**src/rtl/mck_pkg.sv**
```systemverilog
`timescale 1ns / 1ps
// shared types, constants and the morse code table for the character keyer
package mck_pkg;

  localparam int unsigned DOT_W      = 16;
  localparam int unsigned UNITS_W    = 3;
  localparam int unsigned DUR_W      = DOT_W + UNITS_W;
  localparam int unsigned Q_DEPTH    = 2;

  localparam logic [DOT_W-1:0]   DOT_TIME_RESET   = 16'd200;
  localparam logic [UNITS_W-1:0] UNITS_DOT        = 3'd1;
  localparam logic [UNITS_W-1:0] UNITS_DASH       = 3'd3;
  localparam logic [UNITS_W-1:0] UNITS_ELEM_GAP   = 3'd1;
  localparam logic [UNITS_W-1:0] UNITS_SPACE      = 3'd4;
  localparam logic [UNITS_W-1:0] UNITS_LETTER_GAP = 3'd2;
  localparam logic [UNITS_W-1:0] UNITS_END_GAP    = 3'd7;
  localparam logic [UNITS_W-1:0] UNITS_NONE       = 3'd0;

  localparam logic [7:0] CHAR_A     = 8'h41;
  localparam logic [7:0] CHAR_Z     = 8'h5A;
  localparam logic [7:0] CHAR_SPACE = 8'h20;

  typedef struct packed {
    logic [7:0] char_code;
    logic       last_in_message;
  } in_beat_t;

  typedef struct packed {
    logic             lamp_on;
    logic [DUR_W-1:0] duration_ticks;
    logic             run_end;
  } out_beat_t;

  // element count and dash mask, bit i set when element i is a dash
  typedef struct packed {
    logic [2:0] elem_cnt;
    logic [3:0] dash_mask;
  } mck_code_t;

  // classified character handed from front to back
  typedef struct packed {
    mck_code_t          code;
    logic               space_gap;
    logic [UNITS_W-1:0] tail_units;
  } mck_desc_t;

  function automatic mck_code_t morse_lookup(input logic [4:0] idx);
    mck_code_t c;
    unique case (idx)
      5'd0:    c = '{3'd2, 4'b0010};
      5'd1:    c = '{3'd4, 4'b0001};
      5'd2:    c = '{3'd4, 4'b0101};
      5'd3:    c = '{3'd3, 4'b0001};
      5'd4:    c = '{3'd1, 4'b0000};
      5'd5:    c = '{3'd4, 4'b0100};
      5'd6:    c = '{3'd3, 4'b0011};
      5'd7:    c = '{3'd4, 4'b0000};
      5'd8:    c = '{3'd2, 4'b0000};
      5'd9:    c = '{3'd4, 4'b1110};
      5'd10:   c = '{3'd3, 4'b0101};
      5'd11:   c = '{3'd4, 4'b0010};
      5'd12:   c = '{3'd2, 4'b0011};
      5'd13:   c = '{3'd2, 4'b0001};
      5'd14:   c = '{3'd3, 4'b0111};
      5'd15:   c = '{3'd4, 4'b0110};
      5'd16:   c = '{3'd4, 4'b1011};
      5'd17:   c = '{3'd3, 4'b0010};
      5'd18:   c = '{3'd3, 4'b0000};
      5'd19:   c = '{3'd1, 4'b0001};
      5'd20:   c = '{3'd3, 4'b0100};
      5'd21:   c = '{3'd4, 4'b1000};
      5'd22:   c = '{3'd3, 4'b0110};
      5'd23:   c = '{3'd4, 4'b1001};
      5'd24:   c = '{3'd4, 4'b1101};
      5'd25:   c = '{3'd4, 4'b0011};
      default: c = '{3'd0, 4'b0000};
    endcase
    return c;
  endfunction

endpackage

```
**src/rtl/morse_character_keyer.sv**
```systemverilog
`timescale 1ns / 1ps
// top level of the morse character keyer: dot time register, front, queue, back
//
//  channel | ports                               | direction | beat
//  --------+-------------------------------------+-----------+--------------------------
//  in      | in_valid, in_stall, in_beat         | into      | one character + last flag
//  out     | out_valid, out_stall, out_beat      | out of    | one lamp interval
//  cfg     | cfg_wr_en, cfg_wr_data              | into      | dot time, no read-back
//
// a character leaves the queue only while the back end is idle; the back end sequencer
// then emits its intervals, one interval a cycle while out_stall does not hold it.
// the two-entry queue lets up to two characters be taken while the back end is busy.
// rst_n is synchronous and active low; it empties the queue and the output register
// and sets dot time to 200.
// an out_stall with out_valid high holds the output register and a busy sequencer; in_stall
// rises only when the queue is full.
module morse_character_keyer
  import mck_pkg::*;
(
  input  logic             clk,
  input  logic             rst_n,
  input  logic             in_valid,
  output logic             in_stall,
  input  in_beat_t         in_beat,
  output logic             out_valid,
  input  logic             out_stall,
  output out_beat_t        out_beat,
  input  logic             cfg_wr_en,
  input  logic [DOT_W-1:0] cfg_wr_data
);

  logic [DOT_W-1:0] dot_time_r;
  logic             q_push;
  logic             q_full;
  logic             q_pop;
  logic             q_not_empty;
  mck_desc_t        q_wdata;
  mck_desc_t        q_rdata;

  always_ff @(posedge clk) begin
    if (!rst_n) begin
      dot_time_r <= DOT_TIME_RESET;
    end else if (cfg_wr_en) begin
      dot_time_r <= cfg_wr_data;
    end
  end

  mck_front u_front (
    .in_valid (in_valid),
    .in_stall (in_stall),
    .in_beat  (in_beat),
    .q_full   (q_full),
    .q_push   (q_push),
    .q_wdata  (q_wdata)
  );

  mck_queue u_queue (
    .clk       (clk),
    .rst_n     (rst_n),
    .push      (q_push),
    .wdata     (q_wdata),
    .full      (q_full),
    .pop       (q_pop),
    .not_empty (q_not_empty),
    .rdata     (q_rdata)
  );

  mck_back u_back (
    .clk         (clk),
    .rst_n       (rst_n),
    .dot_time    (dot_time_r),
    .q_not_empty (q_not_empty),
    .q_rdata     (q_rdata),
    .q_pop       (q_pop),
    .out_valid   (out_valid),
    .out_stall   (out_stall),
    .out_beat    (out_beat)
  );

endmodule

```
**src/rtl/mck_front.sv**
```systemverilog
`timescale 1ns / 1ps
// front end: accepts characters and classifies them into interval descriptors
module mck_front
  import mck_pkg::*;
(
  input  logic      in_valid,
  output logic      in_stall,
  input  in_beat_t  in_beat,
  input  logic      q_full,
  output logic      q_push,
  output mck_desc_t q_wdata
);

  logic       is_letter;
  logic       is_space;
  logic [4:0] letter_idx;

  assign is_letter  = (in_beat.char_code >= CHAR_A) && (in_beat.char_code <= CHAR_Z);
  assign is_space   = (in_beat.char_code == CHAR_SPACE);
  // 'A' is 0x41, so the low five bits minus one give the letter index
  assign letter_idx = in_beat.char_code[4:0] - 5'd1;

  assign in_stall = q_full;
  assign q_push   = in_valid && !q_full;

  always_comb begin
    q_wdata.code      = is_letter ? morse_lookup(letter_idx) : mck_code_t'('0);
    q_wdata.space_gap = is_space;
    if (in_beat.last_in_message) begin
      q_wdata.tail_units = UNITS_END_GAP;
    end else if (!is_space) begin
      q_wdata.tail_units = UNITS_LETTER_GAP;
    end else begin
      q_wdata.tail_units = UNITS_NONE;
    end
  end

endmodule

```
**src/rtl/mck_queue.sv**
```systemverilog
`timescale 1ns / 1ps
// two-entry descriptor queue between front and back
module mck_queue
  import mck_pkg::*;
(
  input  logic      clk,
  input  logic      rst_n,
  input  logic      push,
  input  mck_desc_t wdata,
  output logic      full,
  input  logic      pop,
  output logic      not_empty,
  output mck_desc_t rdata
);

  mck_desc_t  mem_r [Q_DEPTH];
  logic       wr_ptr_r;
  logic       rd_ptr_r;
  logic [1:0] count_r;

  assign full      = (count_r == 2'(Q_DEPTH));
  assign not_empty = (count_r != 2'd0);
  assign rdata     = mem_r[rd_ptr_r];

  always_ff @(posedge clk) begin
    if (push) begin
      mem_r[wr_ptr_r] <= wdata;
    end
  end

  always_ff @(posedge clk) begin
    if (!rst_n) begin
      wr_ptr_r <= 1'b0;
      rd_ptr_r <= 1'b0;
      count_r  <= 2'd0;
    end else begin
      if (push) begin
        wr_ptr_r <= ~wr_ptr_r;
      end
      if (pop) begin
        rd_ptr_r <= ~rd_ptr_r;
      end
      count_r <= count_r + {1'b0, push} - {1'b0, pop};
    end
  end

endmodule

```
**src/rtl/mck_back.sv**
```systemverilog
`timescale 1ns / 1ps
// back end: walks one descriptor and emits lamp intervals through an output register
module mck_back
  import mck_pkg::*;
(
  input  logic             clk,
  input  logic             rst_n,
  input  logic [DOT_W-1:0] dot_time,
  input  logic             q_not_empty,
  input  mck_desc_t        q_rdata,
  output logic             q_pop,
  output logic             out_valid,
  input  logic             out_stall,
  output out_beat_t        out_beat
);

  typedef enum logic [2:0] {
    IDLE,
    ELEM_ON,
    ELEM_OFF,
    SPACE,
    TAIL
  } phase_t;

  phase_t    phase_r, phase_nxt;
  logic [1:0] idx_r, idx_nxt;
  mck_desc_t desc_r;
  logic      out_valid_r, out_valid_nxt;
  out_beat_t out_beat_r, out_beat_nxt;

  logic               out_load;
  logic               is_dash;
  logic [UNITS_W-1:0] units;
  logic               lamp;
  logic               last_elem;
  phase_t             after_elems;

  assign out_load  = !out_valid_r || !out_stall;
  assign q_pop     = (phase_r == IDLE) && q_not_empty;
  assign is_dash   = desc_r.code.dash_mask[idx_r];
  assign last_elem = ({1'b0, idx_r} + 3'd1) == desc_r.code.elem_cnt;
  assign after_elems = (desc_r.tail_units != UNITS_NONE) ? TAIL : IDLE;

  always_comb begin
    units = UNITS_NONE;
    lamp  = 1'b0;
    unique case (phase_r)
      IDLE:     units = UNITS_NONE;
      ELEM_ON: begin
        units = is_dash ? UNITS_DASH : UNITS_DOT;
        lamp  = 1'b1;
      end
      ELEM_OFF: units = UNITS_ELEM_GAP;
      SPACE:    units = UNITS_SPACE;
      TAIL:     units = desc_r.tail_units;
      default:  units = UNITS_NONE;
    endcase
  end

  always_comb begin
    phase_nxt     = phase_r;
    idx_nxt       = idx_r;
    out_valid_nxt = out_valid_r;
    out_beat_nxt  = out_beat_r;
    if (out_valid_r && !out_stall) begin
      out_valid_nxt = 1'b0;
    end
    if (phase_r == IDLE) begin
      if (q_not_empty) begin
        idx_nxt = 2'd0;
        if (q_rdata.code.elem_cnt != 3'd0) begin
          phase_nxt = ELEM_ON;
        end else if (q_rdata.space_gap) begin
          phase_nxt = SPACE;
        end else begin
          phase_nxt = TAIL;
        end
      end
    end else if (out_load) begin
      unique case (phase_r)
        ELEM_ON:  phase_nxt = ELEM_OFF;
        ELEM_OFF: begin
          if (last_elem) begin
            phase_nxt = after_elems;
          end else begin
            phase_nxt = ELEM_ON;
            idx_nxt   = idx_r + 2'd1;
          end
        end
        SPACE:    phase_nxt = after_elems;
        TAIL:     phase_nxt = IDLE;
        default:  phase_nxt = IDLE;
      endcase
      out_valid_nxt               = 1'b1;
      out_beat_nxt.lamp_on        = lamp;
      out_beat_nxt.duration_ticks = DUR_W'(units) * DUR_W'(dot_time);
      out_beat_nxt.run_end        = (phase_nxt == IDLE);
    end
  end

  always_ff @(posedge clk) begin
    if (!rst_n) begin
      phase_r     <= IDLE;
      idx_r       <= 2'd0;
      out_valid_r <= 1'b0;
    end else begin
      phase_r     <= phase_nxt;
      idx_r       <= idx_nxt;
      out_valid_r <= out_valid_nxt;
      out_beat_r  <= out_beat_nxt;
      if (q_pop) begin
        desc_r <= q_rdata;
      end
    end
  end

  assign out_valid = out_valid_r;
  assign out_beat  = out_beat_r;

`ifndef SYNTHESIS
  a_lamp_not_last: assert property (@(posedge clk) disable iff (!rst_n)
    (out_valid_r && out_beat_r.lamp_on) |-> !out_beat_r.run_end)
    else $error("lit interval marked as end of run");

  a_idx_in_range: assert property (@(posedge clk) disable iff (!rst_n)
    (phase_r == ELEM_ON || phase_r == ELEM_OFF) |-> ({1'b0, idx_r} < desc_r.code.elem_cnt))
    else $error("element index past element count");

  a_tail_has_units: assert property (@(posedge clk) disable iff (!rst_n)
    (phase_r == TAIL) |-> (desc_r.tail_units != UNITS_NONE))
    else $error("tail gap phase with no gap length");

  a_pop_restarts: assert property (@(posedge clk) disable iff (!rst_n)
    q_pop |=> (phase_r != IDLE))
    else $error("descriptor taken but sequencer stayed idle");
`endif

endmodule

```
**config.mk**
```make
export PLATFORM = sky130hd
export DESIGN_NAME = morse_character_keyer
export DESIGN_NICKNAME = d
export VERILOG_FILES = /design/src/rtl/mck_pkg.sv /design/src/rtl/morse_character_keyer.sv /design/src/rtl/mck_front.sv /design/src/rtl/mck_queue.sv /design/src/rtl/mck_back.sv
export SDC_FILE = /design/constraint.sdc
export NUM_CORES = 1
export LEC_CHECK = 0
export BUFFER_PORTS_ARGS = -buffer_cell sky130_fd_sc_hd__buf_4
export CORE_UTILIZATION = 40
export CTS_CLUSTER_DIAMETER = 150
export DETAILED_ROUTE_END_ITERATION = 7
export HOLD_SLACK_MARGIN = 0.03
export PLACE_DENSITY = 0.67
export SETUP_SLACK_MARGIN = 0.5
export SLEW_MARGIN = 10
export SYNTH_ARGS = -nofsm -noshare
export SYNTH_HDL_FRONTEND = slang
export SYNTH_HIERARCHICAL = 1
export SYNTH_SLANG_ARGS = --single-unit
```
**constraint.sdc**
```tcl
create_clock -name clk -period 4 [get_ports clk]
set_input_delay 0.8 -clock clk [delete_from_list [all_inputs] [get_ports clk]]
set_output_delay 0.8 -clock clk [all_outputs]
set_load 0.02 [all_outputs]
```
# Word level (Yosys, flattened, before mapping)
# Memories as Yosys holds them, arrays and structs flattened. A register that Yosys moved wholly into a read port is not among the register bits.
# Cells that the tools add are included.
# classes
bitwise,3
n_lt_le_gt_ge,3
n_eq_ne,9
n_addsub,5
n_mul,1
reduce_logical,19
mux,30
# op_table
operator,count
3-bit two-way mux,10
3-bit by 16-bit multiplier with 19-bit output,1
2-bit two-way mux,7
3-bit case mux with 4 select lines,1
1-bit two-way mux,9
3-bit case mux with 3 select lines,1
"8-bit by 6-bit equality test with 1-bit output, second input constant",1
"8-bit by 7-bit >= comparator with 1-bit output, second input constant",1
"8-bit by 7-bit less-or-equal comparator with 1-bit output, second input constant",1
7-bit two-way mux,1
"3-bit by 2-bit equality test with 1-bit output, second input constant",2
3-bit logical NOT,2
2-bit nonzero test,3
3-bit nonzero test,2
"5-bit by 1-bit subtractor with 5-bit output, second input constant",1
1-bit logical AND,4
2-bit AND reduction,2
4-bit AND reduction,1
"2-bit by 1-bit adder with 3-bit output, second input constant",1
"3-bit by 1-bit equality test with 1-bit output, second input constant",1
3-bit equality test,1
"3-bit equality test, second input constant",1
1-bit logical NOT,3
"2-bit by 3-bit < comparator with 1-bit output, second input constant",1
other kinds (10),12
# word_totals
reg_bits,57
ramBits,22
mem_count,2
input_bits,30
word_cells,85
rom_bits,224
output_inout_bits,23
# mem_list
memory,words,width,rd,rd_clocked_by_memory_dff,wr,line,text
(no name shown),32,7,1,0,0,mck_pkg.sv:49,unique case (idx)
u_queue.mem_r,2,11,1,1,1,mck_queue.sv:16,mck_desc_t mem_r [Q_DEPTH];

# Depth between registers and ports, before layout
# Gate-level depths: netlist of run 1.
# logic_depth
word_depth,8
ltp_mapped,14
depth_no_buf,12

# Cells and area by module
# Netlist of run 1, hierarchy kept.
# by_module_without_submodules
module,area_per_inst_um2,seq_area_each_um2,instances,cells_each
mck_back,2763.9,1051.0,1,281
mck_queue,1019.7,760.7,1,55
mck_front,869.6,0.0,1,125
morse_character_keyer,608.1,320.3,1,51

# Least setup slack after synthesis of run 1
# Ideal clock, no wire load.
# synth_timing
path_kind,register to register
start,register u_back.idx_r[0]
end,"register u_back.out_beat_r (netlist bit u_back/out_beat[17]), data pin"
slack_ps,360
required_time_ps,3739
n_path_buf,0
stages_incl_launch_ff,13
synth_period_minus_slack_ps,3640
setup_time_ps,261
arrival_time_ps,3380
path_cell_list,dfxtp_1 mux4_2 nand2_1 a21oi_2 and2_1 fa_1 ha_1 fa_1 a211oi_2 o21bai_1 o41a_1 a211oi_2 o2bb2ai_1
# synth_between
elab_chain_cells,5
# synth_rtl
element,line,text
"start, declared",mck_back.sv:26,"logic [1:0] idx_r, idx_nxt;"
"start signal, assigned",mck_back.sv:108,idx_r <= idx_nxt;
1-bit binary-select mux with 2-bit select,mck_back.sv:40,assign is_dash = desc_r.code.dash_mask[idx_r];
1-bit two-way mux (implied by the code),mck_back.sv:40,
2-bit two-way mux,mck_back.sv:50,units = is_dash ? UNITS_DASH : UNITS_DOT;
3-bit case mux with 4 select lines,mck_back.sv:47,unique case (phase_r)
3-bit by 16-bit multiplier with 19-bit output,mck_back.sv:96,out_beat_nxt.duration_ticks = DUR_W'(units) * DUR_W'(dot_time);
"end signal, assigned",mck_back.sv:110,out_beat_r <= out_beat_nxt;
"end, declared",mck_back.sv:29,"out_beat_t out_beat_r, out_beat_nxt;"
# No other way between the ends. The select of a mux whose other input is x is not followed.
# A chain may end at the register's enable or synchronous reset.

# Final worst setup path of run 1
# layout_timing
start,register u_back/desc_r[7] in the netlist's numbering
end,"register u_back.out_beat_r (netlist bit u_back/out_beat[19]), data pin"
# layout_between
elab_chain_cells,5
# layout_rtl
element,line,text
"start, declared",mck_back.sv:27,mck_desc_t desc_r;
"start signal, assigned",mck_back.sv:112,desc_r <= q_rdata;
1-bit binary-select mux with 2-bit select,mck_back.sv:40,
1-bit two-way mux (implied by the code),mck_back.sv:40,
2-bit two-way mux,mck_back.sv:50,
3-bit case mux with 4 select lines,mck_back.sv:47,
3-bit by 16-bit multiplier with 19-bit output,mck_back.sv:96,
# No other way between the ends. The select of a mux whose other input is x is not followed.

==> flow_metrics.py, run 1 <==
metrics = {
    "timing": {
        "skew_ps": 7.932,
        "worst_pin_slew_ps": 978.5,
        "drv_slew": 0,
        "min_period_ps": 3477,
        "hold_viol": 0,
        "tns_ps": 0,
        "relSlewSlack_pct": 34.63,
        "setup_viol": 0,
        "grt_setup_unrepaired": "yes",
        "fin_ws_ps": 522.9,
        "fmax_mhz": 287.6,
        "finalCritPeriodShare_pct": 86.93,
    },
    "critical_path": {
        "critPathLaunchType": "flip-flop",
        "cp_max_fo": 4,
        "cp.arrival_ps": 3550,
        "end_kind": "flip-flop",
        "path_class": "reg2reg",
        "cp_data_required_time_ps": 4080,
    },
    "grt": {
        "grt_pass1_wl_mm": 16.84,
        "grt_pass1_vias": 3569,
        "grt_overflow": 0,
        "gr-usage-all-layers_pct": 15.93,
        "grt_max_degree": 33,
        "antenna_found_initial": 0,
    },
    "logic_synthesis": {
        "syn-cell-area_um2": 5261,
        "synth_edf_count": 53,
        "synthFlopType": "edfxtp_1",
        "yosysUniqueCellTypes": 68,
        "syn_nets": 585,
        "synth_area_per_cell_um2": 10.28,
        "yosys_warnings": 6,
        "synth_seq_cells": 80,
        "synth_cells": 512,
        "ys_seq_area_share_pct": 40.52,
        "async_flop_share_pct": 0,
    },
    "power_and_ir_drop": {
        "p_int_mw": 2.054,
        "power_mw": 3.170,
        "pwr-share-clk_pct": 23.4,
        "sw_frac_of_total_pct": 35.22,
        "ir_drop_mv": 0.2264,
        "p_leak_nw": 2.531,
        "pwr-share-comb_pct": 38.7,
        "p_sw_mw": 1.117,
        "powerDensity_nw_per_um2": 520.3,
        "p_seq_share_pct": 37.9,
    },
    "routing": {
        "dr_wl_met2_mm": 5.040,
        "route.met3.wl_um": 425,
        "vias": 3811,
        "viasPerCell": 5.178,
        "antenna_left": 0,
        "drt-pass1-iter-count": 4,
        "drcViolationCount": 0,
        "drt-met1-wl_mm": 4.673,
        "drt-total-wl_mm": 10.36,
        "routedWlPerCell_um": 14.07,
        "topRoutingLayerUsed": "met4",
        "drt_iter0_markers": 184,
    },
    "die": {
        "coreArea_um2": 12720,
        "die_h_um": 116.7,
        "dieArea_um2": 13620,
        "rows": 41,
        "ioPinCount": 53,
        "dieWidth_um": 116.7,
        "start_util_pct": 41.36,
    },
    "status": {
        "status": "completed",
    },
    "placed_design": {
        "dpl-instance-area_um2": 5727,
        "preCtsSetupSlack_ps": 365.1,
        "io_buffers": 52,
        "dp_hpwl_mm": 7.822,
        "gp_congestion": 0.9031,
    },
    "final_layout": {
        "n_fill_cell": 1173,
        "drive_above_1_share_pct": 18.97,
        "seq_area_um2": 2141,
        "multiInputGateArea_um2": 2853,
        "diodes": 0,
        "area_growth_pct": 15.81,
        "fin_area_um2": 6093,
        "fin_nets": 632,
    },
    "clock_network": {
        "clock_latency_ps": 340,
        "ctsHoldBuffers": 0,
        "root_buffer": "clkbuf_16",
        "cts_sinks": 80,
        "cts_buffers": 9,
        "cts_tree": "built",
        "clk_pin_slew_ps": 60,
        "clockBufferDepth": 2,
        "htreeDepth": 3,
    },
    "min_path": {
        "worst_hold_path_type": "reg2reg",
    },
    "flow_run": {
        "drv_cap": 0,
    },
}
==> cells in the mapped netlist, types with 4 or more instances <==
master     n  area share, %
clkbuf_1   5           0.36
a31oi_1    7           0.83
nand3_1    7           0.67
mux2_1    10            2.1
ha_1      28            6.7
nor2b_1   25            3.0
nor2_1    17            1.2
a21oi_1   26            2.5
a211oi_1   4           0.57
nand2_1   65            4.6
buf_4      6           0.86
xnor2_1   12            2.0
xor2_1     8            1.3
and2_1    19            2.3
o21ai_0   20            1.9
o211ai_1   6           0.86
inv_1     35            2.5
buf_2     11            1.0
mux2i_1   18            3.4
o21a_1     5           0.71
nor3_1     7           0.67
fa_1      15            5.7
nand2b_1   8           0.95
edfxtp_1  53             30
dfxtp_1   27             10
==> final cells by class <==
class | instances | share of cell area (%)
clock buffer | 10 | 3.758
clock inverter | 6 | 0.7803
sequential | 80 | 35.13
tap | 172 | 3.532
multi-input combinational | 370 | 46.82
inverter | 35 | 2.156
timing repair buffer | 63 | 7.823
==> layout by cell type, fill, tap and decap left out, types with 3 or more instances in the layout <==
cell,count
ha_1,26
a31oi_1,7
mux2i_1,18
clkbuf_16,9
buf_4,62
o21bai_1,3
xnor2_1,12
edfxtp_1,53
a221oi_1,3
nor2b_1,24
o211ai_1,6
a21oi_1,26
nand2b_1,8
o32ai_1,3
nor2_1,17
mux2_1,10
o2bb2ai_1,3
o21ai_0,19
a211oi_2,3
xor2_1,8
o21ai_1,4
nand3_1,7
inv_1,35
clkinv_4,4
nand4_1,3
nand2_1,64
fa_1,14
nor3_1,7
a211oi_1,4
o21a_1,5
dfxtp_1,24
a21o_1,3
and2_1,18
==> routing by layer <==
layer,GRT usage (%),vias up
met1,19.67,1798
met3,3.477,15
met4,6.160,0
met5,0,-
li1,-,1895
met2,27.18,103
==> logic make-up (layout without fill, tap and decap cells) <==
kind of cell,after synthesis,in the layout,share of synthesized area [%]
DFF,80,80,40.52
and+or+nand+nor,168,168,16.79
buffers and inverters,62,114,5.850
adders and majority gates,43,43,12.37
muxes,30,30,6.207
xor gates and xnor gates,23,23,4.376
AOI/OAI and AO/OA,106,106,13.89
==> power groups by stage <==
stage                     Sequential, mW  Clock, mW  Combinational, mW
after floorplan                     1.26          0              0.812
after CTS                           1.20      0.762               1.21
final                               1.20      0.742               1.23
after global placement              1.21          0               1.16
after detailed placement            1.22          0               1.18
after global routing                1.23      0.787               1.35
==> per-stage QoR <==
stage / utilization [%] / hold slack, ps / std cells
6_report: 47.90 / 508.7 / 736
3_5_place_dp: 45.01 / 504.3 / 713
2_1_floorplan: - / 473.9 / 512
4_1_cts: 47.61 / 512.9 / 734
5_1_grt: 47.90 / 538.8 / 736
3_3_place_gp: 45.01 / 497.6 / 713
==> timing repair <==
action / in CTS / in global routing
setup buffers: 5 / 2
setup endpoints to repair: 3 / 8
resized for setup: 3 / 8
hold endpoints to repair: 0 / 0
pin swaps: 6 / 6
==> state kept, by name (all words and copies together), names as in the netlist, named ones only <==
signal	count
u_queue/mem_r	22
u_back/out_beat	21
dot_time_r	16
u_back/desc_r	10
u_back/phase_r	3
u_back/idx_r	2
u_queue/count_r	2
u_back/out_valid	1
u_queue/rd_ptr_r	1
u_queue/wr_ptr_r	1
==> final timing paths <==
path                               to  cells past startpoint  slack (ps)              from
setup / recovery  u_back/out_beat[19]                     12         520  u_back/desc_r[7]
hold / removal        u_back/idx_r[1]                      2         510   u_back/idx_r[1]
setup reg to reg  u_back/out_beat[19]                     12         520  u_back/desc_r[7]
hold reg to reg       u_back/idx_r[1]                      2         510   u_back/idx_r[1]
==> critical path, stage by stage (launching register included) <==
cell	delay [ps]
edfxtp_1	370
mux4_2	480
nand2_2	80
a21oi_2	60
and2_4	160
fa_1	450
ha_2	190
fa_2	350
a211oi_2	190
o21bai_1	110
o41a_1	450
a211oi_2	230
o21ai_1	100
Power figures use the tool's default switching activity.
==> run 2, diff against run 1 <==
--- a/config.mk
+++ b/config.mk
@@ -7,9 +7,11 @@
 export LEC_CHECK = 0
 export BUFFER_PORTS_ARGS = -buffer_cell sky130_fd_sc_hd__buf_4
 export CORE_UTILIZATION = 40
+export CTS_BUF_LIST = sky130_fd_sc_hd__clkbuf_8
 export CTS_CLUSTER_DIAMETER = 150
 export DETAILED_ROUTE_END_ITERATION = 7
 export HOLD_SLACK_MARGIN = 0.03
+export MAX_ROUTING_LAYER = met4
 export PLACE_DENSITY = 0.67
 export SETUP_SLACK_MARGIN = 0.5
 export SLEW_MARGIN = 10
@@ -17,3 +19,4 @@
 export SYNTH_HDL_FRONTEND = slang
 export SYNTH_HIERARCHICAL = 1
 export SYNTH_SLANG_ARGS = --single-unit
+export TNS_END_PERCENT = 20
==> flow_metrics.py, run 2 (synthesis gave the netlist of run 1 again) <==
metrics = {
    "status": {
        "status": "completed",
    },
    "routing": {
        "topRoutingLayerUsed": "met4",
        "viasPerCell": 5.314,
        "drt-pass1-iter-count": 5,
        "drt-met1-wl_mm": 4.567,
        "drt-total-wl_mm": 10.42,
        "dr_wl_met2_mm": 5.085,
        "route.met3.wl_um": 557,
        "routedWlPerCell_um": 14.17,
        "antenna_left": 0,
        "drt_iter0_markers": 336,
        "vias": 3906,
        "drcViolationCount": 0,
    },
    "clock_network": {
        "root_buffer": "clkbuf_8",
        "htreeDepth": 3,
        "cts_sinks": 80,
        "cts_buffers": 9,
        "clock_latency_ps": 360,
        "clockBufferDepth": 2,
        "cts_tree": "built",
        "ctsHoldBuffers": 0,
        "clk_pin_slew_ps": 80,
    },
    "final_layout": {
        "fin_nets": 631,
        "largest_register_ffs": 22,
        "fin_cells": 735,
        "area_growth_pct": 14.67,
        "top_register": "u_queue/mem_r",
        "seq_area_um2": 2141,
        "drive_above_1_share_pct": 18.65,
        "fin_util_pct": 47.42,
        "mostFrequentLayoutCells": "nand2_1, buf_4, edfxtp_1, inv_1",
        "diodes": 0,
        "layout_commonest_cell": "nand2_1",
        "multiInputGateArea_um2": 2844,
        "fin_area_um2": 6033,
        "n_fill_cell": 1194,
    },
    "flow_run": {
        "drv_cap": 0,
    },
    "die": {
        "coreArea_um2": 12720,
        "rows": 41,
        "ioPinCount": 53,
        "die_h_um": 116.7,
        "dieArea_um2": 13620,
        "start_util_pct": 41.36,
        "dieWidth_um": 116.7,
    },
    "power_and_ir_drop": {
        "p_leak_nw": 2.508,
        "powerDensity_nw_per_um2": 515.2,
        "ir_drop_mv": 0.2002,
        "power_mw": 3.109,
    },
    "grt": {
        "grt_pass1_vias": 3610,
        "gr-usage-all-layers_pct": 16.83,
        "antenna_found_initial": 0,
        "grt_pass1_wl_mm": 17.31,
        "grt_max_degree": 33,
        "grt_overflow": 0,
    },
    "timing": {
        "drv_slew": 0,
        "fin_ws_ps": 532.2,
        "fmax_mhz": 288.4,
        "setup_viol": 0,
        "finalCritPeriodShare_pct": 86.70,
        "tns_ps": 0,
        "skew_ps": 13.89,
        "worst_pin_slew_ps": 1020,
        "hold_viol": 0,
        "whs_ps": 509.7,
        "grt_setup_unrepaired": "yes",
        "min_period_ps": 3468,
        "relSlewSlack_pct": 31.83,
    },
    "critical_path": {
        "path_class": "reg2reg",
        "regToRegStartpoint": "u_back/idx_r[0]",
        "r2r_end": "u_back/out_beat[13]",
        "worst-r2r-cell-count": 13,
        "cp.arrival_ps": 3580,
        "r2r_slack_ps": 530,
        "cp_max_fo": 3,
        "end_kind": "flip-flop",
        "cp_data_required_time_ps": 4110,
        "critPathLaunchType": "flip-flop",
    },
    "min_path": {
        "worst_hold_path_type": "reg2reg",
        "hold_path_end": "u_back/idx_r[1]",
        "hold_start": "u_back/idx_r[1]",
        "hold-path-cell-count": 2,
    },
    "placed_design": {
        "dp_hpwl_mm": 7.793,
        "gp_congestion": 0.9156,
        "placed_cells": 713,
        "io_buffers": 52,
        "dpl-instance-area_um2": 5727,
        "preCtsSetupSlack_ps": 376.4,
    },
}
-- run 2: changes by cell type in the layout (fill, tap and decap cells not counted), sizes merged --
| cell | before | now |
|---|---|---|
| clkinvlp | 1 | 0 |
| inv | 35 | 39 |
| bufinv | 0 | 2 |
| clkbuf | 10 | 9 |
| clkinv | 5 | 1 |
| buf | 63 | 62 |
-- run 2: how the worst max path moves through the flow --
stage / slack (ps) / from / cells after the start / end
floorplan: 500 / u_back/idx_r[0] / 12 / u_back/out_beat[17]
global placement: 410 / u_back/idx_r[0] / 12 / u_back/out_beat[17]
detailed placement: 380 / u_back/idx_r[0] / 12 / u_back/out_beat[17]
CTS: 510 / u_back/idx_r[0] / 13 / u_back/out_beat[17]
global route: 310 / u_back/idx_r[0] / 13 / u_back/out_beat[17]
finish: 530 / u_back/idx_r[0] / 13 / u_back/out_beat[13]
-- run 2: area by class of cell --
| class | instances | area share [%] |
|---|---|---|
| multi-input cells | 370 | 47.14 |
| flip-flops and latches | 80 | 35.48 |
| repair buffers | 62 | 7.777 |
| well taps | 172 | 3.567 |
| inverters | 35 | 2.178 |
| clock buffers | 9 | 2.053 |
| clock inverters | 7 | 1.804 |
-- run 2: what timing repair did --
action / 4_1_cts / 5_1_grt
endpoints found under the setup margin: 3 / 8
pin swaps: 10 / 1
buffers inserted: 4 / 2
gates resized for setup: 7 / 1
gates cloned: 0 / 0
endpoints found under the hold margin: 0 / 0
-- run 2: where the power goes --
group          switching (mW)  internal [mW]
registers              0.0954           1.11
clock network           0.318          0.365
logic                   0.701          0.521
total                    1.12           1.99
-- run 2: critical path: stages (launching register included) --
cell and delay (ps):
dfxtp_4 360, mux4_2 490, nand2_2 90, a21oi_2 60, and2_1 150, fa_1 440, ha_2 210, fa_2 370
a211oi_2 230, o21bai_1 110, buf_4 140, nor4_1 260, o21ai_0 180, xnor2_1 150
-- run 2: metal layers --
metal  vias to the layer above  track usage (%)
met4                         0            6.414
met3                        16            2.750
met1                      1856            20.69
li1                       1900                -
met2                       134            27.77
met5                         -                -
==> run 3, diff against run 2 <==
--- a/config.mk
+++ b/config.mk
@@ -5,6 +5,7 @@
 export SDC_FILE = /design/constraint.sdc
 export NUM_CORES = 1
 export LEC_CHECK = 0
+export ABC_AREA = 1
 export BUFFER_PORTS_ARGS = -buffer_cell sky130_fd_sc_hd__buf_4
 export CORE_UTILIZATION = 40
 export CTS_BUF_LIST = sky130_fd_sc_hd__clkbuf_8
==> flow_metrics.py, run 3 <==
metrics = {
    "status": {
        "status": "completed",
    },
    "clock_network": {
        "clk_pin_slew_ps": 90,
        "clockBufferDepth": 2,
        "cts_sinks": 80,
        "root_buffer": "clkbuf_8",
        "ctsHoldBuffers": 0,
        "cts_buffers": 9,
        "clock_latency_ps": 360,
        "htreeDepth": 3,
        "cts_tree": "built",
    },
    "routing": {
        "antenna_left": 0,
        "drcViolationCount": 0,
        "topRoutingLayerUsed": "met4",
        "dr_wl_met2_mm": 5.101,
        "drt-total-wl_mm": 10.91,
        "drt-met1-wl_mm": 5.193,
        "routedWlPerCell_um": 12.12,
        "viasPerCell": 4.686,
        "drt-pass1-iter-count": 5,
        "drt_iter0_markers": 282,
        "vias": 4217,
        "route.met3.wl_um": 446,
    },
    "critical_path": {
        "critical_path.top_delay_family": "simple AND/OR/NAND/NOR gates",
        "critPathLaunchType": "flip-flop",
        "cp.arrival_ps": 3450,
        "path_class": "reg2reg",
        "cp_max_fo": 5,
        "worst_path_largest_cell_delay_ps": 450,
        "path_cells": "nand2_1 -> nor2_1 -> inv_1 -> and3_4 -> nor2_1 -> fa_1 -> ha_1 -> fa_1 -> nand3_1 -> nand2_1 -> nand2_1 -> nand2_1 -> nand3_1 -> nand2_1 -> xor2_1",
        "regToRegStartpoint": "u_back/phase_r[1]",
        "worst-r2r-cell-count": 15,
        "crit_cells": 15,
        "end_kind": "flip-flop",
        "cp_data_required_time_ps": 4120,
        "r2r_slack_ps": 670,
        "crit_top_cell": "nand2_1",
        "r2r_end": "u_back/out_beat[13]",
        "critical_path_buf_inv_count": 1,
        "crit_slowest_cell": "fa_1",
    },
    "logic_synthesis": {
        "synth_area_per_cell_um2": 7.983,
        "async_flop_share_pct": 0,
        "synth_edf_count": 53,
        "synth_area_leader_cell": "edfxtp_1",
        "yosys_warnings": 6,
        "synthFlopType": "edfxtp_1",
        "synth_cells": 673,
        "syn_nets": 746,
        "synth_seq_cells": 80,
        "yosysMostFrequentCell": "nand2_1",
        "syn-cell-area_um2": 5373,
        "synth_area_leaders": "edfxtp_1, nand2_1, dfxtp_1",
        "ys_seq_area_share_pct": 39.68,
        "yosysUniqueCellTypes": 36,
        "synth_top_cell_area_share_pct": 29.62,
        "synth_common_cells": "nand2_1, inv_1, nor2_1, edfxtp_1, nand3_1",
    },
    "final_layout": {
        "multiInputGateArea_um2": 2710,
        "layout_commonest_cell": "nand2_1",
        "fin_nets": 796,
        "n_fill_cell": 1272,
        "largest_register_ffs": 22,
        "area_growth_pct": 12.23,
        "diodes": 0,
        "drive_above_1_share_pct": 15.66,
        "seq_area_um2": 2132,
        "top_register": "u_queue/mem_r",
        "mostFrequentLayoutCells": "nand2_1, inv_1, nor2_1, buf_4, edfxtp_1",
    },
    "timing": {
        "hold_viol": 0,
        "min_period_ps": 3331,
        "skew_ps": 8.216,
        "grt_setup_unrepaired": "no",
        "fmax_mhz": 300.2,
        "relSlewSlack_pct": 38.16,
        "whs_ps": 491.9,
        "tns_ps": 0,
        "worst_pin_slew_ps": 924.2,
        "drv_slew": 0,
        "setup_viol": 0,
        "finalCritPeriodShare_pct": 83.28,
    },
    "grt": {
        "grt_pass1_vias": 4168,
        "gr-usage-all-layers_pct": 16.84,
        "antenna_found_initial": 0,
        "grt_max_degree": 31,
        "grt_overflow": 0,
        "grt_pass1_wl_mm": 18.62,
    },
    "die": {
        "dieArea_um2": 13900,
        "start_util_pct": 41.73,
        "coreArea_um2": 12880,
        "ioPinCount": 53,
        "rows": 41,
        "die_h_um": 117.9,
        "dieWidth_um": 117.9,
    },
    "power_and_ir_drop": {
        "powerDensity_nw_per_um2": 499.8,
        "power_mw": 3.014,
        "ir_drop_mv": 0.1963,
        "p_leak_nw": 3.091,
    },
    "min_path": {
        "hold_path_end": "dot_time_r[0]",
        "hold_start": "dot_time_r[0]",
        "worst_hold_path_type": "reg2reg",
        "hold-path-cell-count": 2,
    },
    "placed_design": {
        "io_buffers": 52,
        "gp_congestion": 0.9434,
        "dp_hpwl_mm": 8.649,
    },
    "flow_run": {
        "drv_cap": 0,
    },
}
==> run 3: cell types whose count changed after synthesis, moves of 12 or more <==
cell	previous run	this run
and2_1	19	0
inv_1	35	95
mux2i_1	18	0
nand2_1	65	214
nand3_1	7	33
nor2_1	17	83
nor2b_1	25	0
o21ai_0	20	8
==> run 3: worst max path at each step <==
stage,slack (ps),startpoint,to
after detailed placement,750,u_back/phase_r[1],u_back/out_beat[13]
after floorplan,1090,u_back/phase_r[1],u_back/out_beat[13]
after global routing,510,u_back/phase_r[0],u_back/out_beat[13]
after global placement,850,u_back/phase_r[1],u_back/out_beat[13]
final,670,u_back/phase_r[1],u_back/out_beat[13]
after CTS,720,u_back/phase_r[1],u_back/out_beat[13]
==> run 3: tightest hold or removal path, cell delays in order, from the launching register on <==
cell,delay [ps]
dfxtp_1,320
nor2_1,80
nor2_1,50
==> run 3: routing by layer <==
layer  up-vias  track usage (%)
met4         0            6.330
met3        12            3.198
li1       2201                -
met1      1911            20.43
met2        93            27.72
met5         -                -
==> run 3: power breakdown <==
part / total (mW) / internal (mW) / switching [mW]
Combinational: 1.26 / 0.478 / 0.781
Clock: 0.541 / 0.231 / 0.309
Sequential: 1.21 / 1.12 / 0.0979
==> run 3: metrics by stage <==
stage | utilization [%] | instance area [µm²] | instances | worst slack [ps]
2_1_floorplan | - | 5373 | 673 | 1092
3_3_place_gp | 45.37 | 5842 | 883 | 851.1
3_5_place_dp | 45.37 | 5842 | 883 | 745.7
4_1_cts | 46.75 | 6020 | 899 | 716.9
5_1_grt | 46.83 | 6030 | 900 | 512.3
6_report | 46.83 | 6030 | 900 | 668.7
==> run 3: logic make-up (layout without fill, tap and decap cells) <==
| family | after synthesis | count (layout) | synth area share [%] |
|---|---|---|---|
| compound gates | 45 | 45 | 4.751 |
| flops | 80 | 80 | 39.68 |
| xor+xnor | 13 | 13 | 2.119 |
| mux | 11 | 11 | 3.004 |
| simple gates | 363 | 363 | 28.46 |
| buf+inv | 118 | 173 | 9.874 |
| fa+ha+maj | 43 | 43 | 12.11 |
==> run 3: area by class of cell <==
| type | count | share of cell area (%) |
|---|---|---|
| Clock buffer | 9 | 2.054 |
| Clock inverter | 7 | 0.8923 |
| Inverter | 103 | 6.454 |
| Multi-Input combinational cell | 475 | 44.95 |
| Sequential cell | 80 | 35.36 |
| Tap cell | 172 | 3.569 |
| Timing Repair Buffer | 54 | 6.723 |
==> run 3: repair_timing <==
item	CTS	global route
setup endpoints to repair	0	2
gates resized for setup	0	2
buffers inserted	0	1
